[src/rtl/divenum_pkg.sv]
// Shared constants, types and state encodings for the divisor enumerator.
`timescale 1ns / 1ps
`default_nettype none

package divenum_pkg;

  localparam int unsigned VALUE_WIDTH_DEF  = 12;
  localparam int unsigned STACK_DEPTH_DEF  = 24;
  localparam int unsigned MAX_DIVISORS_DEF = 48;

  localparam int unsigned IN_WIDTH    = 13;
  localparam int unsigned OUT_WIDTH   = 12;
  localparam int unsigned QUEUE_DEPTH = 2;

  typedef struct packed {
    logic                 empty;
    logic [OUT_WIDTH-1:0] value;
  } task_t;

  typedef enum logic [2:0] {
    BK_IDLE,
    BK_CHECK,
    BK_DIV,
    BK_POP_RD,
    BK_POP_EMIT,
    BK_FINISH
  } back_state_e;

endpackage

`default_nettype wire

[src/rtl/divenum_front.sv]
// Front end: takes items, classifies and saturates them, and queues them for the back end.
`timescale 1ns / 1ps
`default_nettype none

module divenum_front import divenum_pkg::*; #(
  parameter int unsigned VALUE_WIDTH = VALUE_WIDTH_DEF
) (
  input  wire logic                       clk_i,
  input  wire logic                       rst_ni,
  input  wire logic                       start_i,
  input  wire logic signed [IN_WIDTH-1:0] value_i,
  output logic                            busy_o,
  output logic                            head_valid_o,
  output task_t                           head_o,
  input  wire logic                       pop_i
);

  localparam int unsigned PtrW = (QUEUE_DEPTH > 1) ? $clog2(QUEUE_DEPTH) : 1;
  localparam int unsigned CntW = $clog2(QUEUE_DEPTH + 1);
  localparam logic [IN_WIDTH-2:0] MaxVal = (IN_WIDTH-1)'((1 << VALUE_WIDTH) - 1);

  task_t            entries_q [QUEUE_DEPTH];
  logic [PtrW-1:0]  wr_ptr_q, wr_ptr_d;
  logic [PtrW-1:0]  rd_ptr_q, rd_ptr_d;
  logic [CntW-1:0]  cnt_q, cnt_d;
  logic [IN_WIDTH-2:0] mag;
  task_t            incoming;
  logic             push;

  assign mag = value_i[IN_WIDTH-2:0];

  always_comb begin
    incoming.empty = value_i[IN_WIDTH-1] | (value_i == '0);
    if (incoming.empty) begin
      incoming.value = '0;
    end else if (mag > MaxVal) begin
      incoming.value = OUT_WIDTH'(MaxVal);
    end else begin
      incoming.value = OUT_WIDTH'(mag);
    end
  end

  assign busy_o       = (cnt_q == CntW'(QUEUE_DEPTH));
  assign push         = start_i & ~busy_o;
  assign head_valid_o = (cnt_q != '0);
  assign head_o       = entries_q[rd_ptr_q];

  always_comb begin
    wr_ptr_d = wr_ptr_q;
    rd_ptr_d = rd_ptr_q;
    cnt_d    = cnt_q;
    if (push) begin
      wr_ptr_d = (wr_ptr_q == PtrW'(QUEUE_DEPTH - 1)) ? '0 : wr_ptr_q + 1'b1;
    end
    if (pop_i && head_valid_o) begin
      rd_ptr_d = (rd_ptr_q == PtrW'(QUEUE_DEPTH - 1)) ? '0 : rd_ptr_q + 1'b1;
    end
    if (push && !(pop_i && head_valid_o)) begin
      cnt_d = cnt_q + 1'b1;
    end else if (!push && pop_i && head_valid_o) begin
      cnt_d = cnt_q - 1'b1;
    end
  end

  always_ff @(posedge clk_i or negedge rst_ni) begin
    if (!rst_ni) begin
      wr_ptr_q <= '0;
      rd_ptr_q <= '0;
      cnt_q    <= '0;
    end else begin
      wr_ptr_q <= wr_ptr_d;
      rd_ptr_q <= rd_ptr_d;
      cnt_q    <= cnt_d;
    end
  end

  always_ff @(posedge clk_i) begin
    if (push) begin
      entries_q[wr_ptr_q] <= incoming;
    end
  end

endmodule

`default_nettype wire

[src/rtl/divenum_div.sv]
// Bit-serial restoring divider that yields the quotient and a zero-remainder flag.
`timescale 1ns / 1ps
`default_nettype none

module divenum_div import divenum_pkg::*; #(
  parameter int unsigned VALUE_WIDTH = VALUE_WIDTH_DEF,
  parameter int unsigned TRIAL_WIDTH = (VALUE_WIDTH + 1) / 2 + 1
) (
  input  wire logic                   clk_i,
  input  wire logic                   rst_ni,
  input  wire logic                   start_i,
  input  wire logic [VALUE_WIDTH-1:0] dividend_i,
  input  wire logic [TRIAL_WIDTH-1:0] divisor_i,
  output logic                        done_o,
  output logic [VALUE_WIDTH-1:0]      quot_o,
  output logic                        rem_zero_o
);

  localparam int unsigned CntW = $clog2(VALUE_WIDTH + 1);

  logic                   busy_q, busy_d;
  logic                   done_q, done_d;
  logic [CntW-1:0]        cnt_q, cnt_d;
  logic [VALUE_WIDTH-1:0] quot_q, quot_d;
  logic [TRIAL_WIDTH-1:0] rem_q, rem_d;
  logic [TRIAL_WIDTH-1:0] dsr_q, dsr_d;
  logic [TRIAL_WIDTH:0]   rem_sh;
  logic [TRIAL_WIDTH:0]   diff;
  logic                   fits;

  assign rem_sh = {rem_q, quot_q[VALUE_WIDTH-1]};
  assign diff   = rem_sh - {1'b0, dsr_q};
  assign fits   = (rem_sh >= {1'b0, dsr_q});

  always_comb begin
    busy_d = busy_q;
    done_d = 1'b0;
    cnt_d  = cnt_q;
    quot_d = quot_q;
    rem_d  = rem_q;
    dsr_d  = dsr_q;
    if (start_i) begin
      busy_d = 1'b1;
      cnt_d  = CntW'(VALUE_WIDTH);
      quot_d = dividend_i;
      rem_d  = '0;
      dsr_d  = divisor_i;
    end else if (busy_q) begin
      rem_d  = fits ? diff[TRIAL_WIDTH-1:0] : rem_sh[TRIAL_WIDTH-1:0];
      quot_d = {quot_q[VALUE_WIDTH-2:0], fits};
      cnt_d  = cnt_q - 1'b1;
      if (cnt_q == CntW'(1)) begin
        busy_d = 1'b0;
        done_d = 1'b1;
      end
    end
  end

  always_ff @(posedge clk_i or negedge rst_ni) begin
    if (!rst_ni) begin
      busy_q <= 1'b0;
      done_q <= 1'b0;
      cnt_q  <= '0;
    end else begin
      busy_q <= busy_d;
      done_q <= done_d;
      cnt_q  <= cnt_d;
    end
  end

  always_ff @(posedge clk_i) begin
    quot_q <= quot_d;
    rem_q  <= rem_d;
    dsr_q  <= dsr_d;
  end

  assign done_o     = done_q;
  assign quot_o     = quot_q;
  assign rem_zero_o = (rem_q == '0);

endmodule

`default_nettype wire

[src/rtl/divenum_back.sv]
// Back end: trial-division sequencer, cofactor stack and result emission.
`timescale 1ns / 1ps
`default_nettype none

module divenum_back import divenum_pkg::*; #(
  parameter int unsigned VALUE_WIDTH  = VALUE_WIDTH_DEF,
  parameter int unsigned STACK_DEPTH  = STACK_DEPTH_DEF,
  parameter int unsigned MAX_DIVISORS = MAX_DIVISORS_DEF
) (
  input  wire logic          clk_i,
  input  wire logic          rst_ni,
  input  wire logic          head_valid_i,
  input  wire task_t         head_i,
  output logic               pop_o,
  output logic               valid_o,
  output logic [OUT_WIDTH-1:0] divisor_o,
  output logic               last_o,
  output logic               empty_res_o
);

  localparam int unsigned TW  = (VALUE_WIDTH + 1) / 2 + 1;
  localparam int unsigned SAW = (STACK_DEPTH > 1) ? $clog2(STACK_DEPTH) : 1;
  localparam int unsigned SPW = $clog2(STACK_DEPTH + 1);
  localparam int unsigned CW  = $clog2(MAX_DIVISORS + 1);

  back_state_e            state_q, state_d;
  logic [VALUE_WIDTH-1:0] n_q, n_d;
  logic [TW-1:0]          t_q, t_d;
  logic [SPW-1:0]         sp_q, sp_d;
  logic [CW-1:0]          cnt_q, cnt_d;
  logic [VALUE_WIDTH-1:0] pend_q, pend_d;
  logic                   pend_valid_q, pend_valid_d;
  logic                   out_valid_q, out_valid_d;
  logic [OUT_WIDTH-1:0]   out_div_q, out_div_d;
  logic                   out_last_q, out_last_d;
  logic                   out_empty_q, out_empty_d;

  logic [VALUE_WIDTH-1:0] stack_mem [STACK_DEPTH];
  logic [VALUE_WIDTH-1:0] rd_data_q;
  logic [SPW-1:0]         sp_dec;
  logic                   push_en;
  logic                   rd_en;

  logic [2*TW-1:0]        tsq;
  logic                   div_start;
  logic                   div_done;
  logic [VALUE_WIDTH-1:0] div_quot;
  logic                   div_rem_zero;
  logic                   prod_en;
  logic [VALUE_WIDTH-1:0] prod_val;

  divenum_div #(
    .VALUE_WIDTH (VALUE_WIDTH),
    .TRIAL_WIDTH (TW)
  ) u_div (
    .clk_i      (clk_i),
    .rst_ni     (rst_ni),
    .start_i    (div_start),
    .dividend_i (n_q),
    .divisor_i  (t_q),
    .done_o     (div_done),
    .quot_o     (div_quot),
    .rem_zero_o (div_rem_zero)
  );

  assign tsq    = t_q * t_q;
  assign sp_dec = sp_q - 1'b1;

  always_comb begin
    state_d      = state_q;
    n_d          = n_q;
    t_d          = t_q;
    sp_d         = sp_q;
    cnt_d        = cnt_q;
    pend_d       = pend_q;
    pend_valid_d = pend_valid_q;
    out_valid_d  = 1'b0;
    out_div_d    = out_div_q;
    out_last_d   = out_last_q;
    out_empty_d  = out_empty_q;
    pop_o        = 1'b0;
    div_start    = 1'b0;
    push_en      = 1'b0;
    rd_en        = 1'b0;
    prod_en      = 1'b0;
    prod_val     = rd_data_q;
    case (state_q)
      BK_IDLE: begin
        if (head_valid_i) begin
          pop_o = 1'b1;
          if (head_i.empty) begin
            out_valid_d = 1'b1;
            out_div_d   = '0;
            out_last_d  = 1'b1;
            out_empty_d = 1'b1;
          end else begin
            n_d          = head_i.value[VALUE_WIDTH-1:0];
            t_d          = TW'(1);
            sp_d         = '0;
            cnt_d        = '0;
            pend_valid_d = 1'b0;
            state_d      = BK_CHECK;
          end
        end
      end
      BK_CHECK: begin
        if (tsq <= (2*TW)'(n_q)) begin
          div_start = 1'b1;
          state_d   = BK_DIV;
        end else begin
          state_d = BK_POP_RD;
        end
      end
      BK_DIV: begin
        if (div_done) begin
          if (div_rem_zero) begin
            prod_en  = 1'b1;
            prod_val = VALUE_WIDTH'(t_q);
            if ((div_quot != VALUE_WIDTH'(t_q)) && (sp_q < SPW'(STACK_DEPTH))) begin
              push_en = 1'b1;
              sp_d    = sp_q + 1'b1;
            end
          end
          t_d     = t_q + 1'b1;
          state_d = BK_CHECK;
        end
      end
      BK_POP_RD: begin
        if (sp_q == '0) begin
          state_d = BK_FINISH;
        end else begin
          rd_en   = 1'b1;
          sp_d    = sp_dec;
          state_d = BK_POP_EMIT;
        end
      end
      BK_POP_EMIT: begin
        prod_en = 1'b1;
        state_d = BK_POP_RD;
      end
      BK_FINISH: begin
        out_valid_d  = pend_valid_q;
        out_div_d    = OUT_WIDTH'(pend_q);
        out_last_d   = 1'b1;
        out_empty_d  = 1'b0;
        pend_valid_d = 1'b0;
        state_d      = BK_IDLE;
      end
      default: begin
        state_d = BK_IDLE;
      end
    endcase

    // A divisor is held back one step so that the final one can carry the last flag.
    if (prod_en && (cnt_q < CW'(MAX_DIVISORS))) begin
      if (pend_valid_q) begin
        out_valid_d = 1'b1;
        out_div_d   = OUT_WIDTH'(pend_q);
        out_last_d  = 1'b0;
        out_empty_d = 1'b0;
      end
      pend_d       = prod_val;
      pend_valid_d = 1'b1;
      cnt_d        = cnt_q + 1'b1;
    end
  end

  always_ff @(posedge clk_i or negedge rst_ni) begin
    if (!rst_ni) begin
      state_q      <= BK_IDLE;
      n_q          <= '0;
      t_q          <= '0;
      sp_q         <= '0;
      cnt_q        <= '0;
      pend_valid_q <= 1'b0;
      out_valid_q  <= 1'b0;
    end else begin
      state_q      <= state_d;
      n_q          <= n_d;
      t_q          <= t_d;
      sp_q         <= sp_d;
      cnt_q        <= cnt_d;
      pend_valid_q <= pend_valid_d;
      out_valid_q  <= out_valid_d;
    end
  end

  always_ff @(posedge clk_i) begin
    pend_q      <= pend_d;
    out_div_q   <= out_div_d;
    out_last_q  <= out_last_d;
    out_empty_q <= out_empty_d;
  end

  always_ff @(posedge clk_i) begin
    if (push_en) begin
      stack_mem[sp_q[SAW-1:0]] <= div_quot;
    end
  end

  always_ff @(posedge clk_i) begin
    if (rd_en) begin
      rd_data_q <= stack_mem[sp_dec[SAW-1:0]];
    end
  end

  assign valid_o     = out_valid_q;
  assign divisor_o   = out_div_q;
  assign last_o      = out_last_q;
  assign empty_res_o = out_empty_q;

`ifndef SYNTHESIS
  a_sp_bound: assert property (@(posedge clk_i) disable iff (!rst_ni)
    sp_q <= SPW'(STACK_DEPTH))
    else $error("Cofactor stack pointer exceeds the stack depth.");

  a_cnt_bound: assert property (@(posedge clk_i) disable iff (!rst_ni)
    cnt_q <= CW'(MAX_DIVISORS))
    else $error("Result count exceeds the divisor limit.");

  a_empty_form: assert property (@(posedge clk_i) disable iff (!rst_ni)
    (out_valid_q && out_empty_q) |-> (out_last_q && (out_div_q == '0)))
    else $error("An empty result must be last and carry a zero divisor.");

  a_more_pending: assert property (@(posedge clk_i) disable iff (!rst_ni)
    (out_valid_q && !out_last_q) |-> pend_valid_q)
    else $error("A result that is not last must leave a divisor pending.");

  a_finish_pending: assert property (@(posedge clk_i) disable iff (!rst_ni)
    (state_q == BK_FINISH) |-> pend_valid_q)
    else $error("A run finished without a pending divisor.");
`endif

endmodule

`default_nettype wire

[src/rtl/divisor_enumerator.sv]
// Top level of the divisor enumerator: front-end queue feeding the trial-division back end.
`timescale 1ns / 1ps
`default_nettype none

// Each item is a signed value; the block returns its positive divisors in ascending order,
// one per result, with the final result of the run marked by last_o. A value of zero or
// below returns a single result with empty_res_o set. An item is taken when start_i is high
// and busy_o is low; a two-entry queue holds items while an earlier one is being worked on,
// and busy_o rises only when that queue is full. Results appear for exactly one cycle with
// valid_o high and cannot be held off. For a positive value n, the run tests each trial
// divisor from 1 up to floor(sqrt(n)) in turn on the bit-serial divider, one trial divisor
// at a time, and then takes each large divisor back off the cofactor stack.

module divisor_enumerator import divenum_pkg::*; #(
  parameter int unsigned VALUE_WIDTH  = VALUE_WIDTH_DEF,
  parameter int unsigned STACK_DEPTH  = STACK_DEPTH_DEF,
  parameter int unsigned MAX_DIVISORS = MAX_DIVISORS_DEF
) (
  input  wire logic                       clk_i,
  input  wire logic                       rst_ni,
  input  wire logic                       start_i,
  output logic                            busy_o,
  input  wire logic signed [IN_WIDTH-1:0] value_i,
  output logic                            valid_o,
  output logic [OUT_WIDTH-1:0]            divisor_o,
  output logic                            last_o,
  output logic                            empty_res_o
);

  logic  head_valid;
  task_t head;
  logic  head_pop;

  divenum_front #(
    .VALUE_WIDTH (VALUE_WIDTH)
  ) u_front (
    .clk_i        (clk_i),
    .rst_ni       (rst_ni),
    .start_i      (start_i),
    .value_i      (value_i),
    .busy_o       (busy_o),
    .head_valid_o (head_valid),
    .head_o       (head),
    .pop_i        (head_pop)
  );

  divenum_back #(
    .VALUE_WIDTH  (VALUE_WIDTH),
    .STACK_DEPTH  (STACK_DEPTH),
    .MAX_DIVISORS (MAX_DIVISORS)
  ) u_back (
    .clk_i        (clk_i),
    .rst_ni       (rst_ni),
    .head_valid_i (head_valid),
    .head_i       (head),
    .pop_o        (head_pop),
    .valid_o      (valid_o),
    .divisor_o    (divisor_o),
    .last_o       (last_o),
    .empty_res_o  (empty_res_o)
  );

endmodule

`default_nettype wire
[config.mk]
export PLATFORM = sky130hd
export DESIGN_NAME = divisor_enumerator
export DESIGN_NICKNAME = d
export VERILOG_FILES = /design/src/rtl/divenum_pkg.sv /design/src/rtl/divenum_front.sv /design/src/rtl/divenum_div.sv /design/src/rtl/divenum_back.sv /design/src/rtl/divisor_enumerator.sv
export SDC_FILE = /design/constraint.sdc
export NUM_CORES = 1
export LEC_CHECK = 0
export BUFFER_PORTS_ARGS = -buffer_cell sky130_fd_sc_hd__buf_2
export CELL_PAD_IN_SITES_DETAIL_PLACEMENT = 0
export CELL_PAD_IN_SITES_GLOBAL_PLACEMENT = 2
export CORE_MARGIN = 8
export CORE_UTILIZATION = 51
export DETAILED_ROUTE_END_ITERATION = 12
export PLACE_DENSITY_LB_ADDON = 0.1
export SYNTH_ARGS = -nofsm -noshare
export SYNTH_HDL_FRONTEND = slang
export SYNTH_SLANG_ARGS = --single-unit
[constraint.sdc]
create_clock -name clk_i -period 14.3 [get_ports clk_i]
set_clock_uncertainty 0.05 [all_clocks]
set_input_delay 0.715 -clock clk_i [delete_from_list [all_inputs] [get_ports clk_i]]
set_output_delay 0.715 -clock clk_i [all_outputs]
set_load 0.005 [all_outputs]
Word-level counts from Yosys, hierarchy flattened

Memory sizes are Yosys's and may differ from the RTL's. A register that Yosys moved wholly into a read port is not among the register bits.
Cells that the tools add are included.

Register bits after elaboration: 97
RAM bits: 314
Bits of input ports: 16
Word-level logic and storage cells: 167
Memories kept: 2

Add/sub/neg operators: 10
Multipliers: 1
Magnitude comparators: 5
Equal/unequal tests: 17
Mux-type cells: 82
Bitwise operators: 4
Reduce and logical (&&, ||, !) cells: 26

Memory list:

| memory            | words | bits a word | read ports | clocked after Yosys merged registers in | write ports | RTL line            | text |
|---|---|---|---|---|---|---|---|
| u_back.stack_mem  | 24    | 12          | 1          | 1                                       | 1           | divenum_back.sv:38  | `logic [VALUE_WIDTH-1:0] stack_mem [STACK_DEPTH];` |
| u_front.entries_q | 2     | 13          | 1          | 0                                       | 1           | divenum_front.sv:22 | `task_t entries_q [QUEUE_DEPTH];` |

Operator list:

| kind                                                           | number |
|---|---|
| 12-bit two-way mux                                             | 11 |
| 1-bit two-way mux                                              | 41 |
| 5-bit two-way mux                                              | 6 |
| 7-bit two-way mux                                              | 4 |
| 6-bit two-way mux                                              | 4 |
| 12-bit one-hot mux with 2 select lines                         | 1 |
| 3-bit one-hot mux with 5 select lines                          | 1 |
| 5-bit one-hot mux with 3 select lines                          | 1 |
| 14-bit by 12-bit less-or-equal comparator with 1-bit output    | 1 |
| 7-bit by 7-bit multiplier with 14-bit output                   | 1 |
| 7-bit one-hot mux with 2 select lines                          | 1 |
| 13-bit logical NOT                                             | 1 |
| 12-bit > comparator (second input constant)                    | 1 |
| 12-bit by 7-bit inequality test with 1-bit output              | 1 |
| 3-bit AND reduction                                            | 4 |
| 2-bit nonzero test                                             | 6 |
| 1-bit one-hot mux with 2 select lines                          | 5 |
| 3-bit two-way mux                                              | 3 |
| 8-bit by 7-bit >= comparator with 1-bit output                 | 1 |
| 4-bit two-way mux                                              | 2 |
| 2-bit inequality test (second input constant)                  | 4 |
| 7-bit by 1-bit adder with 7-bit output (second input constant) | 1 |
| 7-bit logical NOT                                              | 1 |
| 7-bit AND reduction                                            | 1 |
| 27 further kinds                                               | 42 |

Depth between registers and ports, before layout

Depth after elaboration: 8
Depth in mapped cells: 26
Mapped depth without buffers: 24

Cells and area by module

Synthesis repeated with hierarchy kept, for this count alone.

Cells, all modules: 1217
Area total of the unflattened synthesis: 18903.1 um^2

By module, submodules not included:

| module        | times used | cells an instance | area an instance (um^2) | sequential area each (um^2) |
|---|---|---|---|---|
| divenum_back  | 1          | 972               | 15826.4                 | 10525.1 |
| divenum_div   | 1          | 166               | 1819.2                  | 860.8 |
| divenum_front | 1          | 79                | 1257.5                  | 880.8 |

Worst setup path after synthesis

No wires, ideal clock.

Path kind: register to register
From: register u_back.t_q[5]
To: register u_back.u_div.dsr_q[0], enable pin
Library setup time: 0.390 ns
Arrival: 5.929 ns
Required time: 13.860 ns
Slack: 7.930 ns
Cell stages (with the launch flop): 24
Buffers on the path: 1
Path through: dfrtp_1 -> clkbuf_1 -> nand2_1 -> xor2_1 -> ha_1 -> inv_1 -> fa_1 -> inv_1 -> fa_1 -> inv_1 -> fa_1 -> inv_1 -> ha_1 -> a21oi_1 -> o21ai_1 -> o21ai_0 -> nand2_1 -> xor2_1 -> ha_1 -> a211oi_1 -> o21ai_0 -> a211oi_1 -> o221ai_2 -> nor4_1

Cells in the longest elaborated chain, start to end: 4

Ends and longest elaborated chain:

| item                                                        | RTL line            | text |
|---|---|---|
| start: declaration                                          | divenum_back.sv:28  | `logic [TW-1:0] t_q, t_d;` |
| start signal: assignment                                    | divenum_back.sv:180 | `t_q <= t_d;` |
| 7-bit by 7-bit multiplier with 14-bit output                | divenum_back.sv:66  | `assign tsq = t_q * t_q;` |
| 14-bit by 12-bit less-or-equal comparator with 1-bit output | divenum_back.sv:107 | `if (tsq <= (2*TW)'(n_q)) begin` |
| 1-bit two-way mux                                           | divenum_back.sv:107 |  |
| 1-bit two-way mux                                           | divenum_back.sv:87  | `case (state_q)` |
| named net u_back.div_start                                  | divenum_back.sv:45  | `logic div_start;` |
| end signal: assignment                                      | divenum_div.sv:74   | `dsr_q <= dsr_d;` |
| end: declaration                                            | divenum_div.sv:26   | `logic [TRIAL_WIDTH-1:0] dsr_q, dsr_d;` |

The timed path passes the listed nets, and every way through them passes these cells.
A chain may end at the register's enable or synchronous reset.

Final worst setup path

From: register u_back.t_q[4]
To: register u_back.u_div.quot_q[10], in the netlist u_back.u_div.quot_o[10], enable pin

Cells in the longest elaborated chain, start to end: 5

Ends and longest elaborated chain:

| item                                                        | RTL line            | text |
|---|---|---|
| 7-bit by 7-bit multiplier with 14-bit output                | divenum_back.sv:66  |  |
| 14-bit by 12-bit less-or-equal comparator with 1-bit output | divenum_back.sv:107 |  |
| 1-bit two-way mux                                           | divenum_back.sv:107 |  |
| 1-bit two-way mux                                           | divenum_back.sv:87  |  |
| 2-bit nonzero test (no line)                                | --                  |  |
| end signal: assignment                                      | divenum_div.sv:72   | `quot_q <= quot_d;` |
| end: declaration                                            | divenum_div.sv:24   | `logic [VALUE_WIDTH-1:0] quot_q, quot_d;` |

Every way passes these cells.

==> reports/metrics.cfg <==
[pwr]
p_int_mw = 2.82
p_per_area_nw_per_um2 = 204
p_leak_nw = 7.47
power_switching_mw = 1.43
peakVddDrop_mv = 0.121
pwr-share-clk_pct = 26.3
p_comb_share_pct = 28.3
seqPwrFrac_pct = 45.3
p_total_mw = 4.26
sw_frac_of_total_pct = 33.7

[worst_setup_path]
arrival_ns = 7.15
r2r_start = u_back.t_q[4]
r2r_slack_ns = 7.34
cp-startpoint = u_back.t_q[4]
crit_required_ns = 14.49
cpMaxStageDelayCell = fa_1
critical_path_class = register to register
cp_max_fo = 26
cp-start-kind = register
path_cells = clkinv_1 -> nor2_1 -> ha_1 -> xor2_1 -> fa_1 -> inv_1 -> fa_1 -> inv_1 -> fa_1 -> inv_1 -> ha_1 -> a21oi_1 -> o21ai_1 -> o21ai_0 -> nand2_1 -> xor2_1 -> ha_1 -> a211oi_1 -> o21ai_0 -> a211oi_1 -> o221ai_2 -> nor4_4 -> buf_4 -> or2_2
worstReg2RegEnd = u_back.u_div.quot_o[10]
reg2reg_depth = 24
cpPeakStageDelay_ns = 0.53
end_kind = register

[cells_and_area]
antenna_cells = 0
final_net_count = 1334
drive_above_1_share_pct = 19.4
areaGrowthSynthToFinish_pct = 12.1

[placed_design]
place.gp.congestion = 0.787
numPortBuffers = 31
hpwl_um = 26000

[drt]
ant_nets = 0
first_iter_violations = 746
vias_per_cell = 5.76
routed_wl_um = 40600
vias = 10100
drc_errors = 0
first_pass_iters = 7
routedWlPerCell_um = 23.1

[clock_tree]
h-tree-depth = 2
cts_tree = done
clk_pin_slew_ns = 0.06
cts.root.buffer_cell = clkbuf_16
post_cts_resize_count = 0
clk_path_buf_depth = 3
cts.sinks = 423
post_cts_buffers = 0
cts_buffers = 44
clock_latency_ns = 0.60
ctsHoldBuffers = 0

[outcome]
outcome = completed

[synth]
ys_top_cells_by_area = edfxtp_1 (58%), mux4_2 (10%), dfrtp_1 (6.1%)
synth_edf_count = 357
synth_common_cells = edfxtp_1 (357), nand2_1 (92), nor2_1 (86), mux4_2 (84), inv_1 (55)
synth.avg_cell_area_um2 = 15.6
yosysSeqAreaShare_pct = 66.1
synth.most_common_cell = edfxtp_1
syn-num-nets = 1275
async_flop_share_pct = 10.6
yosys_warnings = 0
synth_cell_type_count = 68
synthCells = 1192
netlist_area_um2 = 18600
synth_top_area_cell = edfxtp_1
synth_top_area_share_pct = 57.7
ys_seq_elements = 423
synth_ff_type = edfxtp_1

[sta]
worst_pin_slew_ns = 1.19
fin_crit_ns = 6.96
rsz0062_at_grt = false
tns_ns = 0
hold_viol = 0
slew_headroom_pct = 20.3
fmax_mhz = 144
fin_crit_sh_pct = 48.6
setup_viol = 0
drv_slew = 0

[die]
initial_core_util_pct = 51.2
rows = 70
dieArea_um2 = 42800
io_pins = 32
die_h_um = 207
dieWidth_um = 207
coreArea_um2 = 36300

[hold_path]
holdCritPathClass = primary input to async pin

[grt]
grt_pass1_wl_um = 62800
grt_pass1_vias = 10300
track_usage_pct = 19.8
grt_max_degree = 53
antenna_found_initial = 0
gr-total-overflow = 0

[job]
max-cap-violations = 0

flip-flops by register name, summed over array words and instances (netlist names), 2 cells and up:
register,flops
u_back.stack_mem,288
u_front.entries_q,26
u_back.divisor_o,12
u_back.n_q,12
u_back.pend_q,12
u_back.rd_data_q,12
u_back.u_div.quot_o,12
u_back.t_q,7
u_back.u_div.dsr_q,7
u_back.u_div.rem_q,7
u_back.cnt_q,6
u_back.sp_q,5
u_back.u_div.cnt_q,4
u_back.state_q,3
u_front.cnt_q,2
logic make-up (layout without fill, tap and decap cells):
group | count (synthesis) | count (layout) | share of synthesized area, %
buffers and inverters | 110 | 205 | 2.38
AND/OR/NAND/NOR | 288 | 288 | 7.45
AO/OA/AOI/OAI | 149 | 149 | 5.14
flip-flops | 423 | 423 | 66.1
multiplexers | 120 | 120 | 12.2
XOR/XNOR | 35 | 35 | 1.65
adder cells (fa/ha/maj) | 67 | 67 | 5.08
metal layers:
layer | vias to the layer above | global-route usage [%] | part of all wire [%]
li1 | 4661 | - | -
met5 | - | 0 | 0
met2 | 269 | 29.5 | 45
met3 | 63 | 4.45 | 6.7
met1 | 5116 | 29.5 | 46
met4 | 0 | 5.13 | 2.0
through the flow:
stage | hold slack (ns) | worst slack [ns] | instance area, um^2 | std cells | util, %
final | 0.195 | 7.34 | 20800 | 1755 | 57.4
after global routing | 0.229 | 6.80 | 20800 | 1755 | 57.4
after CTS | 0.200 | 7.29 | 20800 | 1755 | 57.4
after detailed placement | 0.385 | 7.34 | 19400 | 1673 | 53.4
after global placement | 0.372 | 7.54 | 19400 | 1673 | 53.4
after floorplan | 0.368 | 7.93 | 18600 | 1192 | -
worst max path at each step:
stage | to | cells after the start
3_5_place_dp | u_back.u_div.quot_o[10] | 24
3_3_place_gp | u_back.u_div.quot_o[10] | 24
6_report | u_back.u_div.quot_o[10] | 24
4_1_cts | u_back.u_div.quot_o[10] | 24
5_1_grt | u_back.u_div.quot_o[10] | 24
2_1_floorplan | u_back.u_div.dsr_q[0] | 23
area by class of cell:
class,instances,area (um^2)
Tap cell,468,586
Inverter,58,218
Fill cell,2845,15400
Multi-Input combinational cell,659,5890
Timing Repair Buffer,65,410
Clock buffer,54,1170
Sequential cell,423,12300
Clock inverter,28,268
cell usage in the layout (no fill, tap or decap), types with 7 or more instances in the layout:
master     synthesis  routed
a211oi_1          10      10
a21oi_1           34      34
a31oi_1           17      17
and2_1            17      17
buf_2             14      31
buf_4              1      34
clkbuf_1          31       7
clkbuf_16          0      44
clkinv_1           2       9
clkinv_2           0      12
dfrtp_1           45      44
dfxtp_1           21      21
edfxtp_1         357     357
fa_1              14      14
ha_1              53      52
inv_1             55      55
mux2_2            11      11
mux2i_1           20      20
mux4_2            84      84
nand2_1           92      92
nand2b_1          11      11
nand3_1           11      11
nor2_1            86      85
nor2b_1           20      20
nor3_1            11      11
nor4_1             7       7
o21ai_0           44      44
xnor2_1           19      18
xor2_1            16      16
power by group through the flow:
stage / Clock (mW) / Sequential, mW / Combinational, mW
after detailed placement: 0 / 1.96 / 1.22
final: 1.12 / 1.93 / 1.21
after global placement: 0 / 1.95 / 1.21
after global routing: 1.20 / 1.96 / 1.33
after floorplan: 0 / 1.79 / 0.899
after CTS: 1.15 / 1.93 / 1.22
worst max-delay path, delay by kind of cell (launching register included):
family | cells | cell delay [ns]
xor+xnor | 2 | 0.33
flops | 1 | 0.49
compound gates | 7 | 1.52
fa+ha+maj | 6 | 2.48
buf+inv | 5 | 0.80
simple gates | 4 | 0.93
Power figures use the tool's default switching activity.
